**config.mk**
```make
export PLATFORM = sky130hd
export DESIGN_NAME = bb3_mean
export DESIGN_NICKNAME = d
export VERILOG_FILES = /design/src/rtl/bb3_pkg.sv /design/src/rtl/bb3_mean.sv
export SDC_FILE = /design/constraint.sdc
export NUM_CORES = 2
export LEC_CHECK = 0
export BUFFER_PORTS_ARGS = -buffer_cell sky130_fd_sc_hd__buf_2
export CORE_MARGIN = 4
export CORE_UTILIZATION = 35
export CTS_CLUSTER_DIAMETER = 120
export DETAILED_ROUTE_END_ITERATION = 10
export MAX_ROUTING_LAYER = met4
export PLACE_DENSITY = 0.49
export SYNTH_ARGS = -nofsm -noshare
export SYNTH_HDL_FRONTEND = slang
export SYNTH_SLANG_ARGS = --single-unit
export TNS_END_PERCENT = 30
```
**constraint.sdc**
```tcl
create_clock -name clk -period 11.25 [get_ports clk]
set_input_delay 1.125 -clock clk [delete_from_list [all_inputs] [get_ports clk]]
set_output_delay 1.125 -clock clk [all_outputs]
set_load 0.005 [all_outputs]
```
**src/rtl/bb3_pkg.sv**
```systemverilog
package bb3_pkg;

  localparam int CH_W           = 8;
  localparam int PIX_W          = 3 * CH_W;
  localparam int IMG_W_W        = 11;
  localparam int IMG_H_W        = 13;
  localparam int CFG_DATA_W     = 13;
  localparam int CFG_ADDR_W     = 1;
  localparam int DEF_MAX_WIDTH  = 1024;
  localparam int DEF_MAX_HEIGHT = 4096;
  localparam int RESET_WIDTH    = 640;
  localparam int RESET_HEIGHT   = 480;

  // window sum: at most 9 x 255
  localparam int SUM_W       = 12;
  localparam int N_W         = 4;
  localparam int RECIP_SHIFT = 16;
  localparam int RECIP_W     = RECIP_SHIFT + 1;

  localparam int OUT_FIFO_DEPTH = 16;
  // results that can be in flight behind an accepted item, plus the item itself
  localparam int OUT_SLACK      = 8;

  typedef enum logic [CFG_ADDR_W-1:0] {
    CFG_IMAGE_WIDTH  = 1'b0,
    CFG_IMAGE_HEIGHT = 1'b1
  } cfg_reg_t;

  typedef logic [PIX_W-1:0] pix_t;

  typedef struct packed {
    pix_t bot;
    pix_t mid;
    pix_t top;
  } wcol_t;

  // one averaging job: column mask (bit k = window column k), row validity
  typedef struct packed {
    logic [2:0] cols;
    logic       top_ok;
    logic       bot_ok;
    logic       eof;
    logic       last;
  } op_t;

  typedef struct packed {
    logic [CH_W-1:0] blue;
    logic [CH_W-1:0] green;
    logic [CH_W-1:0] red;
    logic            last;
    logic            eof;
  } res_t;

  // zero acts as one, large values clip to the maximum
  function automatic int eff_dim(int v, int maxv);
    int r;
    r = v;
    if (r == 0) r = 1;
    if (r > maxv) r = maxv;
    return r;
  endfunction

  // ceil(2^16 / n); exact floor(m / n) for m < 4096
  function automatic logic [RECIP_W-1:0] recip(logic [N_W-1:0] n);
    logic [RECIP_W-1:0] r;
    case (n)
      4'd1:    r = 17'd65536;
      4'd2:    r = 17'd32768;
      4'd3:    r = 17'd21846;
      4'd4:    r = 17'd16384;
      4'd5:    r = 17'd13108;
      4'd6:    r = 17'd10923;
      4'd7:    r = 17'd9363;
      4'd8:    r = 17'd8192;
      4'd9:    r = 17'd7282;
      default: r = '0;
    endcase
    return r;
  endfunction

endpackage

```
**src/rtl/bb3_mean.sv**
```systemverilog
module bb3_mean (
  input  logic                 clk,
  input  logic                 rst,
  input  logic                 op_valid,
  input  bb3_pkg::op_t         op,
  input  bb3_pkg::wcol_t [2:0] win,
  output logic                 res_valid,
  output bb3_pkg::res_t        res
);

  localparam int SW = bb3_pkg::SUM_W;
  localparam int CW = bb3_pkg::CH_W;
  localparam int PW = bb3_pkg::SUM_W + bb3_pkg::RECIP_W;

  logic [SW-1:0]                 sum_c [3];
  logic [SW-1:0]                 m_c   [3];
  logic [1:0]                    ncols;
  logic [1:0]                    nrows;
  logic [bb3_pkg::N_W-1:0]       n;

  logic                          m1_valid;
  logic [SW-1:0]                 m1_m [3];
  logic [bb3_pkg::RECIP_W-1:0]   m1_recip;
  logic                          m1_last;
  logic                          m1_eof;
  logic [PW-1:0]                 prod [3];

  // masked window sum per channel, rounding bias n/2 folded in
  always_comb begin
    ncols = 2'($countones(op.cols));
    nrows = 2'd1 + {1'b0, op.top_ok} + {1'b0, op.bot_ok};
    n     = bb3_pkg::N_W'({2'b00, ncols} * {2'b00, nrows});
    for (int ch = 0; ch < 3; ch++) begin
      sum_c[ch] = '0;
      for (int k = 0; k < 3; k++) begin
        if (op.cols[k]) begin
          if (op.top_ok) sum_c[ch] = sum_c[ch] + SW'(win[k].top[ch*CW +: CW]);
          sum_c[ch] = sum_c[ch] + SW'(win[k].mid[ch*CW +: CW]);
          if (op.bot_ok) sum_c[ch] = sum_c[ch] + SW'(win[k].bot[ch*CW +: CW]);
        end
      end
      m_c[ch] = sum_c[ch] + SW'(n >> 1);
    end
  end

  always_ff @(posedge clk) begin
    if (rst) begin
      m1_valid <= 1'b0;
    end else begin
      m1_valid <= op_valid;
    end
    m1_m     <= m_c;
    m1_recip <= bb3_pkg::recip(n);
    m1_last  <= op.last;
    m1_eof   <= op.eof;
  end

  // divide by n through the reciprocal
  always_comb begin
    for (int ch = 0; ch < 3; ch++) begin
      prod[ch] = PW'(m1_m[ch]) * PW'(m1_recip);
    end
  end

  always_ff @(posedge clk) begin
    if (rst) begin
      res_valid <= 1'b0;
    end else begin
      res_valid <= m1_valid;
    end
    res.blue  <= prod[0][bb3_pkg::RECIP_SHIFT +: CW];
    res.green <= prod[1][bb3_pkg::RECIP_SHIFT +: CW];
    res.red   <= prod[2][bb3_pkg::RECIP_SHIFT +: CW];
    res.last  <= m1_last;
    res.eof   <= m1_eof;
  end

endmodule

```
# Word-level counts from Yosys, hierarchy flattened
# Memory sizes are Yosys's and may differ from the RTL's. A register that Yosys moved wholly into a read port is not among the register bits.
# Index checks and enable logic that the tools add are counted.
[word_totals] wordCells=84 rom_bits=272 ram_bits=0 in_bits=226 latch_bits=0 out_inout_bits=27 memories=1 regBits=66
[mem_list] memory="(name not given)" words=16 width=17 read_ports=1 rd_ports_with_merged_regs=1 write_ports=0 line="bb3_pkg.sv:66" text="case (n)"
[classes] bitwise=0 mul=4 add_sub_neg=31 n_lt_le_gt_ge=0 div=0 eq_ne=0 n_shift=0 n_mux=36 reduce_logical=0
[op_table] cell="$mux W12" count=33
[op_table] cell="$add A12 B8 Y12" count=24
[op_table] cell="$mul A12 B17 Y24" count=3
[op_table] cell="$add A12 B3 Y12" count=3
[op_table] cell="$mux W8" count=3
[op_table] cell="$add A2 B1 Y2" count=2
[op_table] cell="$mul A2 B2 Y4" count=1
[op_table] cell="$add A1 B1 Y2" count=1
[op_table] cell="$add A1 B1 Y2 const A" count=1

# Longest topological paths before layout
[depth] ltp_word=21 ltp_mapped=52

# Worst setup path before layout
# No wires, ideal clock.
[synth_timing] path_type="input port to flip-flop" from="in op[2] (netlist name)" to="reg m1_m[11] (netlist name)" arrival_time_ps=10129 path_buffers=7 path_stages=48 setup_time_ps=72 slack_ps=1049 path_cell_list="buf_2 -> buf_1 -> buf_1 -> buf_1 -> clkbuf_1 -> buf_1 -> mux2i_1 -> nor2_1 -> ha_1 -> inv_1 -> fa_1 -> nor2b_1 -> o21ai_0 -> a31oi_1 -> xor2_1 -> nand2_1 -> o21ai_0 -> ha_1 -> [12 not listed] -> a31o_2 -> a21oi_1 -> xnor2_1 -> nand2_1 -> o21ai_0 -> ha_1 -> a21oi_1 -> and2_1 -> clkbuf_1 -> nand2_1 -> o21ai_0 -> a2111oi_0 -> a2111oi_1 -> nand4_1 -> mux2i_1 -> xnor2_2 -> nor4b_4 -> xnor2_1"
[synth_lines] element="from (decl)" line="bb3_mean.sv:5" text="input bb3_pkg::op_t op,"
[synth_lines] element="to (signal assigned)" line="bb3_mean.sv:52" text="m1_m <= m_c;"
[synth_lines] element="to (decl)" line="bb3_mean.sv:22" text="logic [SW-1:0] m1_m [3];"

==> key figures <==
Logic synthesis
  – Synth top area cells: fa_1 (30%), ha_1 (14%), inv_1 (7.3%), nand2_1 (6.5%), dfxtp_1 (5.4%)
  – Number of unique standard cell types used by synthesis: between 100 and 150
  – Sequential share of the synthesized area: 0.0539
  – Post-Syn Nets: about 4700
  – Synthesis Warnings: 0
  – Combined area of all synthesized cells: about 30000 sq um
  – Primary flip-flop cell chosen by synthesis mapping: dfxtp_1
  – Avg Cell Area, Syn: 8.18 sq um
  – Cell type with the largest total area after synthesis: fa_1
  – Number of register bits inferred by synthesis: 81
  – Async S/R FF share, synth: 0
  – Number of enable-type register cells in the synthesized netlist: 0
  – Area share of the leading cell type in the synthesized netlist: 0.300
  – Number of instances in the synthesized netlist: approximately 3700

Global route
  – Global-route wire length before repair: roughly 140000 microns
  – Initial antenna violation count: 27
  – Number of global-route vias before repair: ~26000
  – Remaining Overflow, GRT: 0
  – GRT Total Usage: 0.197
  – Pin count of the biggest net entering global routing: 50

Floorplanning
  – Initial cell density of the core: 0.353
  – Die Outline Area: approximately 90000 sq um
  – Floorplan die width: between 300 and 400 microns
  – Top-level port count: approximately 250
  – Height of the chip: around 300 microns
  – Rows: between 100 and 150
  – Core Area: 85300 sq um

Job
  – Count of maximum capacitance violations: 0

Pwr
  – Largest voltage drop on the vdd net: roughly 91 uV
  – Switching power total: ~3.5 mW
  – Power density cells: ~200 nW/um^2
  – Clock share of power: 0.050
  – Leakage power of the design: ~16 nW
  – Int Pwr: 2.93 mW
  – Power share of the sequential group: 0.105
  – Switching share of total power: 0.546
  – Relative contribution of combinational cells to total power: 0.844

Timing
  – Number of hold-slack violations in the final timing report: 0
  – Minimum period implied by the final worst setup slack: about 10 ns
  – RSZ-0062 raised after global routing: no
  – Max_slew headroom: 0.272
  – Worst Clk Skew: between 0.015 and 0.02 ns
  – Hold slack final: roughly 0.33 ns
  – Slew @ Worst Pin: between 1 and 1.5 ns
  – Max-slew violation count: 0
  – Max Clk Rate: roughly 96 MHz
  – Final setup TNS: 0 ns
  – Number of failing setup endpoints in the final timing report: 0
  – Period Utilization, post-route: 0.924

Worst setup path
  – Capturing element type of the critical path: flop
  – Worst Setup SP: op[3]
  – Data arrival time of the worst path: 10.70 ns
  – Required @ worst endpoint: roughly 12 ns
  – Slowest stage cell on the critical path: fa_1
  – Worst setup path class: input port to flop
  – Most common cell on crit path: ha_1
  – R2r endpoint: res[25]
  – FF-to-FF setup slack: about 4.9 ns
  – Start of the worst register-to-register path: m1_recip[8]
  – Highest fanout seen on the critical path: 31
  – Register-to-Register Path Depth: 25
  – Highest cell delay on the worst timing path: 0.44 ns
  – Worst Setup EP: m1_m[23]
  – Category of the worst setup path launch point: input port

Placed design
  – Count of input and output buffers: 252
  – Detailed Place HPWL: 69900 microns
  – Placed Area: ~33000 sq um
  – RD Place Congestion: about 0.87

Route
  – Initial drt markers: roughly 1000
  – Count of nets left with antenna violations after detail routing: 0
  – Drt drc: 0
  – Via Count: ~25000
  – First-pass iteration count of the detailed router: 5
  – Ratio of routed vias to standard cells: roughly 5
  – Average wire per cell in the routed design: ~17 microns
  – Total detailed-routing wirelength: 84500 microns

CTS
  – Clock root cell: clkbuf_16
  – TritonCTS clock tree: built
  – Level count of the clock H-tree: 3
  – Clock transition at the registers of the reported paths: ~0.080 ns
  – Bufs on Longest Clock Path: 2
  – Clock network latency to the later pin of the worst-skew pair: between 0.3 and 0.4 ns
  – Total CTS buffers: 9
  – Post-CTS Hold Fix Bufs: 0
  – Clock Sinks: 81

Layout
  – Post-layout instance area: between 30000 and 40000 sq um
  – Proportion of layout cells with a drive suffix above 1: 0.0998
  – Final Net Count: between 4000 and 5000
  – Layout overhead on the synthesized area: 9.25%

Min path
  – Min-delay worst type: flop to flop
  – WHS Path Cells: 0

Outcome
  – Outcome: completed
timing repair:
item / 4_1_cts / 5_1_grt
buffers inserted: 0 / 0
setup endpoints to repair: 0 / 4
gates resized for setup: 0 / 4
worst min path at each step:
stage | startpoint | endpoint | slack (ns)
after floorplan | m1_eof | res[0] | 0.31
after global placement | m1_last | res[1] | 0.31
after detailed placement | m1_last | res[1] | 0.31
after CTS | m1_eof | res[0] | 0.34
after global routing | m1_eof | res[0] | 0.35
final | m1_eof | res[0] | 0.33
layout make-up:
cell class | instances | area [sq um]
Inverter | 588 | 2210
Timing Repair Buffer | 286 | 1520
Antenna cell | 26 | 65.1
Multi-Input combinational cell | 2868 | 25700
Clock inverter | 7 | 85.1
Fill cell | 9003 | 52400
Clock buffer | 9 | 225
Sequential cell | 81 | 1620
Tap cell | 1144 | 1430
through the flow:
step | setup WS [ns] | power, mW | utilization | cells
2_1_floorplan | 1.05 | 4.82 | - | 3682
3_3_place_gp | 0.284 | 6.17 | 0.381 | 4967
3_5_place_dp | 0.280 | 6.21 | 0.381 | 4967
4_1_cts | 0.646 | 6.58 | 0.385 | 4983
5_1_grt | 0.0400 | 7.42 | 0.386 | 5008
6_report | 0.854 | 6.46 | 0.386 | 5009
state kept, by name, indices dropped and copies added (netlist names):
register,count
res_valid,1
m1_valid,1
m1_eof,1
m1_m,36
m1_last,1
res,26
m1_recip,15
worst max-delay path: cells and delay by family:
kind	cells	cell delay, ns
adder cells (fa/ha/maj)	9	2.94
AO/OA/AOI/OAI	14	2.66
AND/OR/NAND/NOR	9	1.42
XOR/XNOR	7	1.31
multiplexers	3	0.83
buffers and inverters	2	0.39
cell families after synthesis:
family                   count (synthesis)  share of synthesized area
AO/OA/AOI/OAI                          620                      0.134
XOR/XNOR                               231                     0.0712
adder cells (fa/ha/maj)                788                      0.440
buffers and inverters                  733                     0.0918
flip-flops                              81                     0.0539
multiplexers                            67                     0.0248
AND/OR/NAND/NOR                       1162                      0.185
layout by cell type (no fill, tap or decap), drive strengths merged, types with 33 or more instances in the layout:
cell type and instances:
inv 591, nand2 520, fa 451, ha 335, buf 286, and2 203, xnor2 173, nor2 161
a21oi 161, o21ai 155, a21o 88, dfxtp 81, nor3 70, xor2 55, mux2i 48, nor2b 46
nand3 33
cells in the mapped netlist, drive strengths merged, types with 14 or more instances:
cell type,n
xnor2,173
nand2,520
a21oi,161
mux2,19
a21boi,18
inv,587
mux2i,48
clkbuf,132
dfxtp,81
nor3,70
ha,335
o31ai,14
nor2,161
a31oi,16
o21a,30
o211ai,14
xor2,55
or3,18
nand3,33
and2,203
fa,451
a211oi,21
o21bai,20
nand2b,30
nor2b,46
a21o,88
o21ai,155
power by group through the flow:
stage          Clock [mW]  Combinational [mW]  Sequential, mW
2_1_floorplan           0                4.33           0.488
3_3_place_gp            0                5.48           0.689
3_5_place_dp            0                5.52           0.688
4_1_cts             0.340                5.56           0.681
5_1_grt             0.347                6.36           0.709
6_report            0.325                5.46           0.680
metal layers:
layer  wire (microns)  global-route usage  vias to the layer above
met5                0                   -                        -
met4             1770              0.0472                        0
met3             3510              0.0269                       72
met2            41900               0.338                      454
met1            37300               0.246                    11800
li1                 -                   -                    12200
No activity file was read; power rests on OpenSTA's default activity.
