===== src/rtl/bb3_pkg.sv =====
package bb3_pkg;

  localparam int CH_W           = 8;
  localparam int PIX_W          = 3 * CH_W;
  localparam int IMG_W_W        = 11;
  localparam int IMG_H_W        = 13;
  localparam int CFG_DATA_W     = 13;
  localparam int CFG_ADDR_W     = 1;
  localparam int DEF_MAX_WIDTH  = 1024;
  localparam int DEF_MAX_HEIGHT = 4096;
  localparam int RESET_WIDTH    = 640;
  localparam int RESET_HEIGHT   = 480;

  // window sum: at most 9 x 255
  localparam int SUM_W       = 12;
  localparam int N_W         = 4;
  localparam int RECIP_SHIFT = 16;
  localparam int RECIP_W     = RECIP_SHIFT + 1;

  localparam int OUT_FIFO_DEPTH = 16;
  // results that can be in flight behind an accepted item, plus the item itself
  localparam int OUT_SLACK      = 8;

  typedef enum logic [CFG_ADDR_W-1:0] {
    CFG_IMAGE_WIDTH  = 1'b0,
    CFG_IMAGE_HEIGHT = 1'b1
  } cfg_reg_t;

  typedef logic [PIX_W-1:0] pix_t;

  typedef struct packed {
    pix_t bot;
    pix_t mid;
    pix_t top;
  } wcol_t;

  // one averaging job: column mask (bit k = window column k), row validity
  typedef struct packed {
    logic [2:0] cols;
    logic       top_ok;
    logic       bot_ok;
    logic       eof;
    logic       last;
  } op_t;

  typedef struct packed {
    logic [CH_W-1:0] blue;
    logic [CH_W-1:0] green;
    logic [CH_W-1:0] red;
    logic            last;
    logic            eof;
  } res_t;

  // zero acts as one, large values clip to the maximum
  function automatic int eff_dim(int v, int maxv);
    int r;
    r = v;
    if (r == 0) r = 1;
    if (r > maxv) r = maxv;
    return r;
  endfunction

  // ceil(2^16 / n); exact floor(m / n) for m < 4096
  function automatic logic [RECIP_W-1:0] recip(logic [N_W-1:0] n);
    logic [RECIP_W-1:0] r;
    case (n)
      4'd1:    r = 17'd65536;
      4'd2:    r = 17'd32768;
      4'd3:    r = 17'd21846;
      4'd4:    r = 17'd16384;
      4'd5:    r = 17'd13108;
      4'd6:    r = 17'd10923;
      4'd7:    r = 17'd9363;
      4'd8:    r = 17'd8192;
      4'd9:    r = 17'd7282;
      default: r = '0;
    endcase
    return r;
  endfunction

endpackage


===== src/rtl/bb3_if.sv =====


interface bb3_out_if;
  logic                     valid;
  logic                     ready;
  logic [bb3_pkg::CH_W-1:0] out_blue;
  logic [bb3_pkg::CH_W-1:0] out_green;
  logic [bb3_pkg::CH_W-1:0] out_red;
  logic                     last_of_run;
  logic                     end_of_frame;

  modport source (output valid, out_blue, out_green, out_red, last_of_run, end_of_frame,
                  input ready);
  modport sink (input valid, out_blue, out_green, out_red, last_of_run, end_of_frame,
                output ready);
endinterface


===== src/rtl/bb3_out_fifo.sv =====
module bb3_out_fifo #(
  parameter int DEPTH = bb3_pkg::OUT_FIFO_DEPTH,
  localparam int PTR_W = $clog2(DEPTH),
  localparam int CNT_W = $clog2(DEPTH + 1)
) (
  input  logic              clk,
  input  logic              rst,
  input  logic              push,
  input  bb3_pkg::res_t     push_data,
  output logic [CNT_W-1:0]  count,
  bb3_out_if.source         pix_out
);

  bb3_pkg::res_t    mem [DEPTH];
  logic [PTR_W-1:0] wr_ptr;
  logic [PTR_W-1:0] rd_ptr;
  logic             pop;

  assign pop                  = pix_out.valid && pix_out.ready;
  assign pix_out.valid        = (count != '0);
  assign pix_out.out_blue     = mem[rd_ptr].blue;
  assign pix_out.out_green    = mem[rd_ptr].green;
  assign pix_out.out_red      = mem[rd_ptr].red;
  assign pix_out.last_of_run  = mem[rd_ptr].last;
  assign pix_out.end_of_frame = mem[rd_ptr].eof;

  always_ff @(posedge clk) begin
    if (push) mem[wr_ptr] <= push_data;
  end

  always_ff @(posedge clk) begin
    if (rst) begin
      wr_ptr <= '0;
      rd_ptr <= '0;
      count  <= '0;
    end else begin
      if (push) wr_ptr <= wr_ptr + PTR_W'(1);
      if (pop)  rd_ptr <= rd_ptr + PTR_W'(1);
      count <= count + CNT_W'(push) - CNT_W'(pop);
    end
  end

endmodule


===== src/flat_wrapper.sv =====
// flat-port wrapper written by rule: the top's interface ports become plain ports
module bb3_out_fifo_flat 
#(
  parameter int DEPTH = bb3_pkg::OUT_FIFO_DEPTH,
  localparam int PTR_W = $clog2(DEPTH),
  localparam int CNT_W = $clog2(DEPTH + 1)
)
  (clk, rst, push, push_data, count, pix_out_valid, pix_out_out_blue, pix_out_out_green, pix_out_out_red, pix_out_last_of_run, pix_out_end_of_frame, pix_out_ready);
  bb3_out_if pix_out_i ();
  input  logic clk;
  input  logic rst;
  input  logic push;
  input  bb3_pkg::res_t push_data;
  output logic [CNT_W-1:0] count;
  output wire logic [$bits(pix_out_i.valid)-1:0] pix_out_valid;
  output wire logic [$bits(pix_out_i.out_blue)-1:0] pix_out_out_blue;
  output wire logic [$bits(pix_out_i.out_green)-1:0] pix_out_out_green;
  output wire logic [$bits(pix_out_i.out_red)-1:0] pix_out_out_red;
  output wire logic [$bits(pix_out_i.last_of_run)-1:0] pix_out_last_of_run;
  output wire logic [$bits(pix_out_i.end_of_frame)-1:0] pix_out_end_of_frame;
  input wire logic [$bits(pix_out_i.ready)-1:0] pix_out_ready;
  assign pix_out_valid = pix_out_i.valid;
  assign pix_out_out_blue = pix_out_i.out_blue;
  assign pix_out_out_green = pix_out_i.out_green;
  assign pix_out_out_red = pix_out_i.out_red;
  assign pix_out_last_of_run = pix_out_i.last_of_run;
  assign pix_out_end_of_frame = pix_out_i.end_of_frame;
  assign pix_out_i.ready = pix_out_ready;
  bb3_out_fifo #(.DEPTH(DEPTH)) u_core (.clk(clk), .rst(rst), .push(push), .push_data(push_data), .count(count), .pix_out(pix_out_i));
endmodule

===== config.mk =====
export PLATFORM = sky130hd
export DESIGN_NAME = bb3_out_fifo_flat
export DESIGN_NICKNAME = d
export VERILOG_FILES = /design/src/rtl/bb3_pkg.sv /design/src/rtl/bb3_if.sv /design/src/rtl/bb3_out_fifo.sv /design/src/flat_wrapper.sv
export SDC_FILE = /design/constraint.sdc
export NUM_CORES = 1
export LEC_CHECK = 0
export ABC_AREA = 1
export BUFFER_PORTS_ARGS = -buffer_cell sky130_fd_sc_hd__buf_4
export CORE_MARGIN = 1
export CORE_UTILIZATION = 35
export CTS_BUF_LIST = sky130_fd_sc_hd__clkbuf_2 sky130_fd_sc_hd__clkbuf_4 sky130_fd_sc_hd__clkbuf_8
export CTS_CLUSTER_DIAMETER = 50
export CTS_CLUSTER_SIZE = 16
export DETAILED_ROUTE_END_ITERATION = 7
export GPL_TIMING_DRIVEN = 1
export PLACE_DENSITY = 0.57
export SLEW_MARGIN = 10
export SYNTH_ARGS = -nofsm -noshare
export SYNTH_HDL_FRONTEND = slang
export SYNTH_SLANG_ARGS = --single-unit

===== constraint.sdc =====
create_clock -name clk -period 3.25 [get_ports clk]
set_input_delay 0.65 -clock clk [delete_from_list [all_inputs] [get_ports clk]]
set_output_delay 0.65 -clock clk [all_outputs]
set_load 0.01 [all_outputs]

After elaboration in Yosys (flattened, before gate mapping)

Memories as Yosys holds them, arrays and structs flattened. A register that Yosys moved wholly into a read port is not among the register bits.
Index checks and enable logic that the tools add are counted.

Word-level logic and storage cells: 14
Memories: 1
Input bits: 30
Register bits: 13
RAM bits: 416
Output and inout port bits: 32

Muxes and demuxes: 4
$add $sub $neg: 4
Reduce and logical (&&, ||, !) cells: 2

Memory list:

| name       | words | bits a word | read ports | clocked after Yosys merged registers in | write ports | line               | source |
|---|---|---|---|---|---|---|---|
| u_core.mem | 16    | 26          | 1          | 1                                       | 1           | bb3_out_fifo.sv:14 | `bb3_pkg::res_t mem [DEPTH];` |

Operators with widths:

| operator            | number |
|---|---|
| $add 4x1->4 const B | 2 |
| $mux 4              | 2 |
| $add 5x1->5         | 1 |
| $reduce_bool 5->1   | 1 |
| $sub 5x1->5         | 1 |
| $mux 1              | 2 |
| $logic_and 1x1->1   | 1 |

Depth between registers and ports, before layout

Gate-level depths: netlist of the first run.

Word-level depth: 4
Gate-level depth with buffers: 15
Depth with buffers taken out: 15

Least setup slack after synthesis of the first run

Ideal clock, no wire load.

Kind: input to register
From: input push
To: memory u_core.mem[15][0] (netlist name), enable pin
Stages on the path: 3
Path slack: 644 ps
Setup time: 409 ps
Path buffers: 1
Required time: 2841 ps
Arrival time: 2197 ps
Path through: clkbuf_1 -> nand2_1 -> nor2_1

Word-level cells in the longest chain between the ends: 2

Ends and longest elaborated chain:

| item                         | line               | source |
|---|---|---|
| from (decl)                  | flat_wrapper.sv:12 | `input logic push;` |
| $mux 1                       | bb3_out_fifo.sv:28 | `if (push) mem[wr_ptr] <= push_data;` |
| $mux 1 (not written as such) | bb3_out_fifo.sv:28 |  |
| to (decl)                    | bb3_out_fifo.sv:14 |  |

No other way between the ends.

==> impl_results.md, run 1 <==
- Least-Margin Pin Slew: 0.666 ns
- HPWL Detailed: 26200 um
- Switching share of power: 30.8%
- Avg Cell Area, Syn: 10.3 um2
- Layout area overhead: 12.6%
- Share of async-settable or async-resettable flops after synthesis: 0%
- Top cells by count, synth: nand2_1 (569), edfxtp_1 (416), inv_1 (328)
- Peak Freq: 339 MHz
- Syn Inst Count: 1798
- Setup Skew: 0.0193 ns
- Clock Sinks: 433
- Number of synthesized flops with an enable pin: 416
- Placer Congestion: 0.758
- Met3 Use GR: 2.55%
- Outcome: finished clean
- IO Pins: 62
- Clk root buf: clkbuf_8
- Die Y: 232 um
- Vias per inst: 4.74
- Global-route wire length before repair: 70000 um
- Fin nets: 1894
- Setup TNS: 0 ns
- Count leader, synth: nand2_1
- Synth cell types: 21
- Clock-pin slew on the worst setup and hold paths: 0.09 ns
- # setup viols final: 0
- Setup CP Type: flop to output port
- Placement Rows: 84
- Pleak: 8.78 nW
- Leading area contributor after synthesis: edfxtp_1
- Congestion Overflow GR: 0
- Worst Path Max Fanout: 30
- Setup ws final: 0.299 ns
- CTS tree: yes
- Min-Delay Path Depth: 2
- Vias in the first global route: 11669
- Routed via count: 12164
- Hold Vio Cnt, Final: 0
- Initial antenna violation count: 4
- DRC violations left: 0
- Part of the power in combinational logic: 23.3%
- Synth area leaders: edfxtp_1 (67%), nand2_1 (11%), nand3_1 (8.5%)
- Total GRT Usage: 17.1%
- Starting density of the core: 35.4%
- Req. time, crit path: 2.60 ns
- Sequential area share after synthesis: 69.1%
- Relative slew slack: 55.5%
- Mapped cell area: 18600 um2
- CP Capture Type: output port
- Max-cap violations: 0
- Internal Pwr Total: 8.72 mW
- Die area: 54000 um2
- Num CTS Buffers: 39
- Post-Place Worst Slack: 0.697 ns
- Met2 usage: 27.9%
- Hold Path Class: input pin to flop
- Yosys top cell area share: 67.2%
- Post-CTS Setup Bufs: 0
- First-pass iteration count of the detailed router: 5
- Reg2reg path depth: 15
- Power Density: 602 nW/um2
- Clock power frac: 26.9%
- Mapped Nets: 1840
- WL final: 45700 um
- Seq pwr share: 49.8%
- Post-route ant nets: 0
- Largest net degree at the start of global routing: 105
- Clock Tree Buf Depth: 3
- M1 GR Usage: 23.6%
- Per-cell routed wire length: 17.8 um
- Post-CTS Hold Fix Bufs: 0
- Register bit total from synthesis: 433
- NetSw: 3.88 mW
- Grt peak-use layer: met2
- Yosys warns: 0
- Minimum clock period: 2.95 ns
- Final Max Slew Viols: 0
- DRT iter0 DRCs: 1157
- H-Tree Level Count: 2
- Cell Area, Placed: 20100 um2
- Fin area: 20900 um2
- Commonest register cell after synthesis: edfxtp_1
- Die X: 232 um
- PostCTS Resize Cnt: 0
- Share of cells above drive strength 1: 9.70%
- RSZ-0062 raised after global routing: no
- Clk Latency, worst-skew pair: 0.58 ns
- Crit start category: flop
- Part of the cycle the worst path needs: 90.8%
- Max rail drop VDD: 0.370 mV
- CORE AREA: 52600 um2
- PortBufs: 61
- CP Data Arrival Time: 2.30 ns
[power by group through the flow]
stage	combinational (mW)	sequential, mW	clock, mW
global route	3.28	6.29	3.66
CTS	2.98	6.28	3.48
finish	2.94	6.28	3.39
detailed placement	2.97	6.40	0
floorplan	1.90	6.39	0
global placement	2.95	6.40	0
[state kept, by name, indices dropped and copies added (netlist names), named ones only]
register	count
u_core.mem	416
u_core.count	5
u_core.rd_ptr	4
u_core.wr_ptr	4
[layer usage]
metal	routed length, um	vias to the layer above	share of wire, %
li1	-	5892	-
met4	937	4	2.0
met3	2360	65	5.2
met2	21600	299	47
met5	23	-	0.050
met1	20900	5904	46
[logic make-up (layout without fill, tap and decap cells)]
family / count (synthesis) / after routing / share of synthesized area, %
fa+ha+maj: 12 / 12 / 0.849
simple gates: 921 / 921 / 20.7
other cells: 0 / 2 / 0
compound gates: 11 / 11 / 0.323
flops: 433 / 433 / 69.1
buf+inv: 418 / 496 / 8.87
xor+xnor: 3 / 3 / 0.141
[cells in the final DEF (no fill, tap or decap), types with 2 or more instances in the layout]
cell,n
nand2_1,569
edfxtp_1,416
inv_1,328
nand3_1,314
buf_4,83
clkbuf_8,41
nor2_1,20
nor2_4,16
buf_12,16
dfxtp_1,13
ha_1,11
inv_6,6
clkinv_1,6
a21oi_1,6
clkinv_2,5
xor2_1,3
o21ai_0,3
clkbuf_4,3
bufinv_16,3
diode_2,2
dfxtp_4,2
dfxtp_2,2
clkinvlp_4,2
[stage by stage]
stage	util [%]	power, mW	std cells	hold slack (ns)
6_report	39.8	12.6	2566	0.304
5_1_grt	39.8	13.2	2565	0.292
4_1_cts	39.8	12.7	2564	0.268
3_5_place_dp	38.3	9.37	2499	0.499
3_3_place_gp	38.3	9.35	2499	0.496
2_1_floorplan	-	8.29	1798	0.471
[final timing paths]
kind / slack (ns) / start / end
max reg2reg: 0.69 / u_core.count[2] / u_core.count[4]
min reg2reg: 0.51 / u_core.rd_ptr[3] / flop
min: 0.30 / rst / u_core.count[0]
max: 0.30 / flop / pix_out_out_blue[3]
[critical path, stage by stage, from the launching register on]
cell and delay (ns):
dfxtp_4 0.37, clkinv_2 0.37, buf_12 0.35, nand3_1 0.11, nand3_1 0.08, nand3_1 0.10
nand2_1 0.15, buf_4 0.19
[area by class of cell]
class	count	area (um2)
Antenna cell	2	5.00
Fill cell	5100	31600
Inverter	332	1250
Multi-Input combinational cell	947	4220
Tap cell	688	861
Clock inverter	21	213
Clock buffer	44	587
Sequential cell	433	12800
Timing Repair Buffer	99	943
(Power assumes the default switching activity.)
==> run 2, diff against run 1 <==
==> constraint.sdc (replaced) <==
create_clock -name clk -period 3.25 [get_ports clk]
set_input_delay 0.65 -clock clk [delete_from_list [all_inputs] [get_ports clk]]
set_output_delay 0.65 -clock clk [all_outputs]
set_load 0.005 [all_outputs]
==> run 2 against run 1 <==
Count of clock-buffer cells in the layout unchanged. Worst setup slack worse by 0.14 ns. Sequential power about the same. Worst hold slack worse by 0.025 ns. Wire length up 2.0%. Utilization up 0.20 points. Final cell count up 0.12%. Flip-flop and latch count unchanged. Clock power up 5%. Critical path depth up 1. Final area up 0.51%. Non-clock buffer count up 1.
==> impl_results.md, run 2 (synthesis results as in run 1) <==
- Hold Path Class: input pin to flop
- Max-cap violations: 0
- RSZ-0062 raised after global routing: yes
- Per-cell routed wire length: 18.2 um
- Clk root buf: clkbuf_8
- WL final: 46600 um
- Layout area overhead: 13.2%
- Vias in the first global route: 11765
- Num CTS Buffers: 41
- Fin nets: 1897
- DRT iter0 DRCs: 952
- Req. time, crit path: 2.60 ns
- Relative slew slack: 45.2%
- Clock Sinks: 433
- CP Capture Type: output port
- Share of cells above drive strength 1: 9.95%
- Placement Rows: 84
- Hold Vio Cnt, Final: 0
- IO Pins: 62
- Critical R2R Capture: u_core.count[4]
- Largest net degree at the start of global routing: 105
- Starting density of the core: 35.4%
- Largest Register: u_core.mem
- Post-route ant nets: 0
- R2R setup slack: 0.71 ns
- Minimum clock period: 3.09 ns
- Final Max Slew Viols: 0
- HPWL Detailed: 25900 um
- WHS: 0.279 ns
- Post-CTS Hold Fix Bufs: 0
- PortBufs: 61
- CTS tree: yes
- Clock-pin slew on the worst setup and hold paths: 0.09 ns
- Global-route wire length before repair: 70800 um
- Routed via count: 12203
- Peak Freq: 324 MHz
- Hold Path End: u_core.count[0]
- Part of the cycle the worst path needs: 95.0%
- Fillers: 5037
- Vias per inst: 4.75
- Clock Tree Buf Depth: 3
- Die Y: 232 um
- CORE AREA: 52600 um2
- Total GRT Usage: 17.4%
- RR Startpoint: u_core.count[2]
- CP Data Arrival Time: 2.44 ns
- Die area: 54000 um2
- Power Density: 606 nW/um2
- Least-Margin Pin Slew: 0.822 ns
- Min-Delay Path Depth: 2
- H-Tree Level Count: 2
- Crit start category: flop
- First-pass iteration count of the detailed router: 5
- Setup Skew: 0.0335 ns
- Max rail drop VDD: 0.365 mV
- Worst Path Max Fanout: 61
- Placer Congestion: 0.778
- # setup viols final: 0
- Die X: 232 um
- Multi-input logic area: 4220 um2
- Min-delay src: rst
- Clk Latency, worst-skew pair: 0.60 ns
- Pleak: 8.81 nW
- Congestion Overflow GR: 0
- Commonest non-fill, non-tap cell in the layout: nand2_1
- Most frequent cells in the layout: nand2_1 (569), edfxtp_1 (416), inv_1 (328)
- Outcome: finished clean
- Overall power: 12.7 mW
- DRC violations left: 0
- Initial antenna violation count: 3
- Storage cell area: 12800 um2
- Max FFs per register: 416
- Reg2reg path depth: 15
- Regs by FF count: u_core.mem (416), u_core.count (5)
- Setup CP Type: flop to output port
-- run 2: cell types whose count changed in the layout (fill, tap and decap cells not counted), sizes merged --
cell,before,now
buf,99,100
diode,2,1
bufinv,3,4
clkinv,13,12
clkinvlp,2,5
-- run 2: critical path: stages (launching register included) --
cell and delay [ns]:
dfxtp_4 0.38, inv_6 0.40, buf_4 0.35, nand2_1 0.09, nand3_1 0.07, nand3_1 0.10, nand3_1 0.10, nand2_1 0.14
buf_4 0.18
-- run 2: how the worst max path moves through the flow --
stage                                endpoint  cells past startpoint     startpoint  slack [ns]
after global placement        u_core.count[4]                     12  pix_out_ready        0.75
final                      pix_out_out_red[5]                      8           flop        0.16
after detailed placement      u_core.count[4]                     12  pix_out_ready        0.68
after floorplan             u_core.mem[15][0]                      3           push        0.64
after global routing       pix_out_out_red[5]                      9           flop       -0.02
after CTS                 pix_out_out_blue[2]                      8           flop        0.08
-- run 2: where the power goes --
group	internal (mW)	switching, mW	leakage [nW]
logic	1.05	1.88	4.49
clock network	1.59	1.96	0.419
registers	6.21	0.0574	3.90
total	8.85	3.90	8.81
-- run 2: layout make-up --
cell class | count | area share [%]
diodes | 1 | 0.0119
repair buffers | 100 | 4.75
multi-input cells | 947 | 20.1
well taps | 688 | 4.09
inverters | 332 | 5.96
clock inverters | 24 | 1.26
flip-flops and latches | 433 | 61.1
clock buffers | 44 | 2.79
-- run 2: metrics by stage --
step / worst slack [ns] / area, um2 / TNS [ns] / util, % / instances
2_1_floorplan: 0.644 / 18600 / 0 / - / 1798
3_3_place_gp: 0.748 / 20200 / 0 / 38.4 / 2500
3_5_place_dp: 0.675 / 20200 / 0 / 38.4 / 2500
4_1_cts: 0.0813 / 21000 / 0 / 40.0 / 2568
5_1_grt: -0.0225 / 21000 / -0.0422 / 40.0 / 2568
6_report: 0.161 / 21000 / 0 / 40.0 / 2569
-- run 2: routing by layer --
layer / global-route usage (%) / vias up / share of wire [%]
li1: - / 5895 / -
met1: 24.0 / 5918 / 45
met2: 28.1 / 301 / 47
met3: 2.78 / 83 / 5.2
met4: 5.49 / 6 / 2.8
met5: 0 / - / 0.073
-- run 2: timing repair --
item / 4_1_cts / 5_1_grt
buffers inserted: 0 / 0
hold endpoints to repair: 0 / 0
endpoints found under the setup margin: 0 / 7
gates resized for setup: 0 / 2
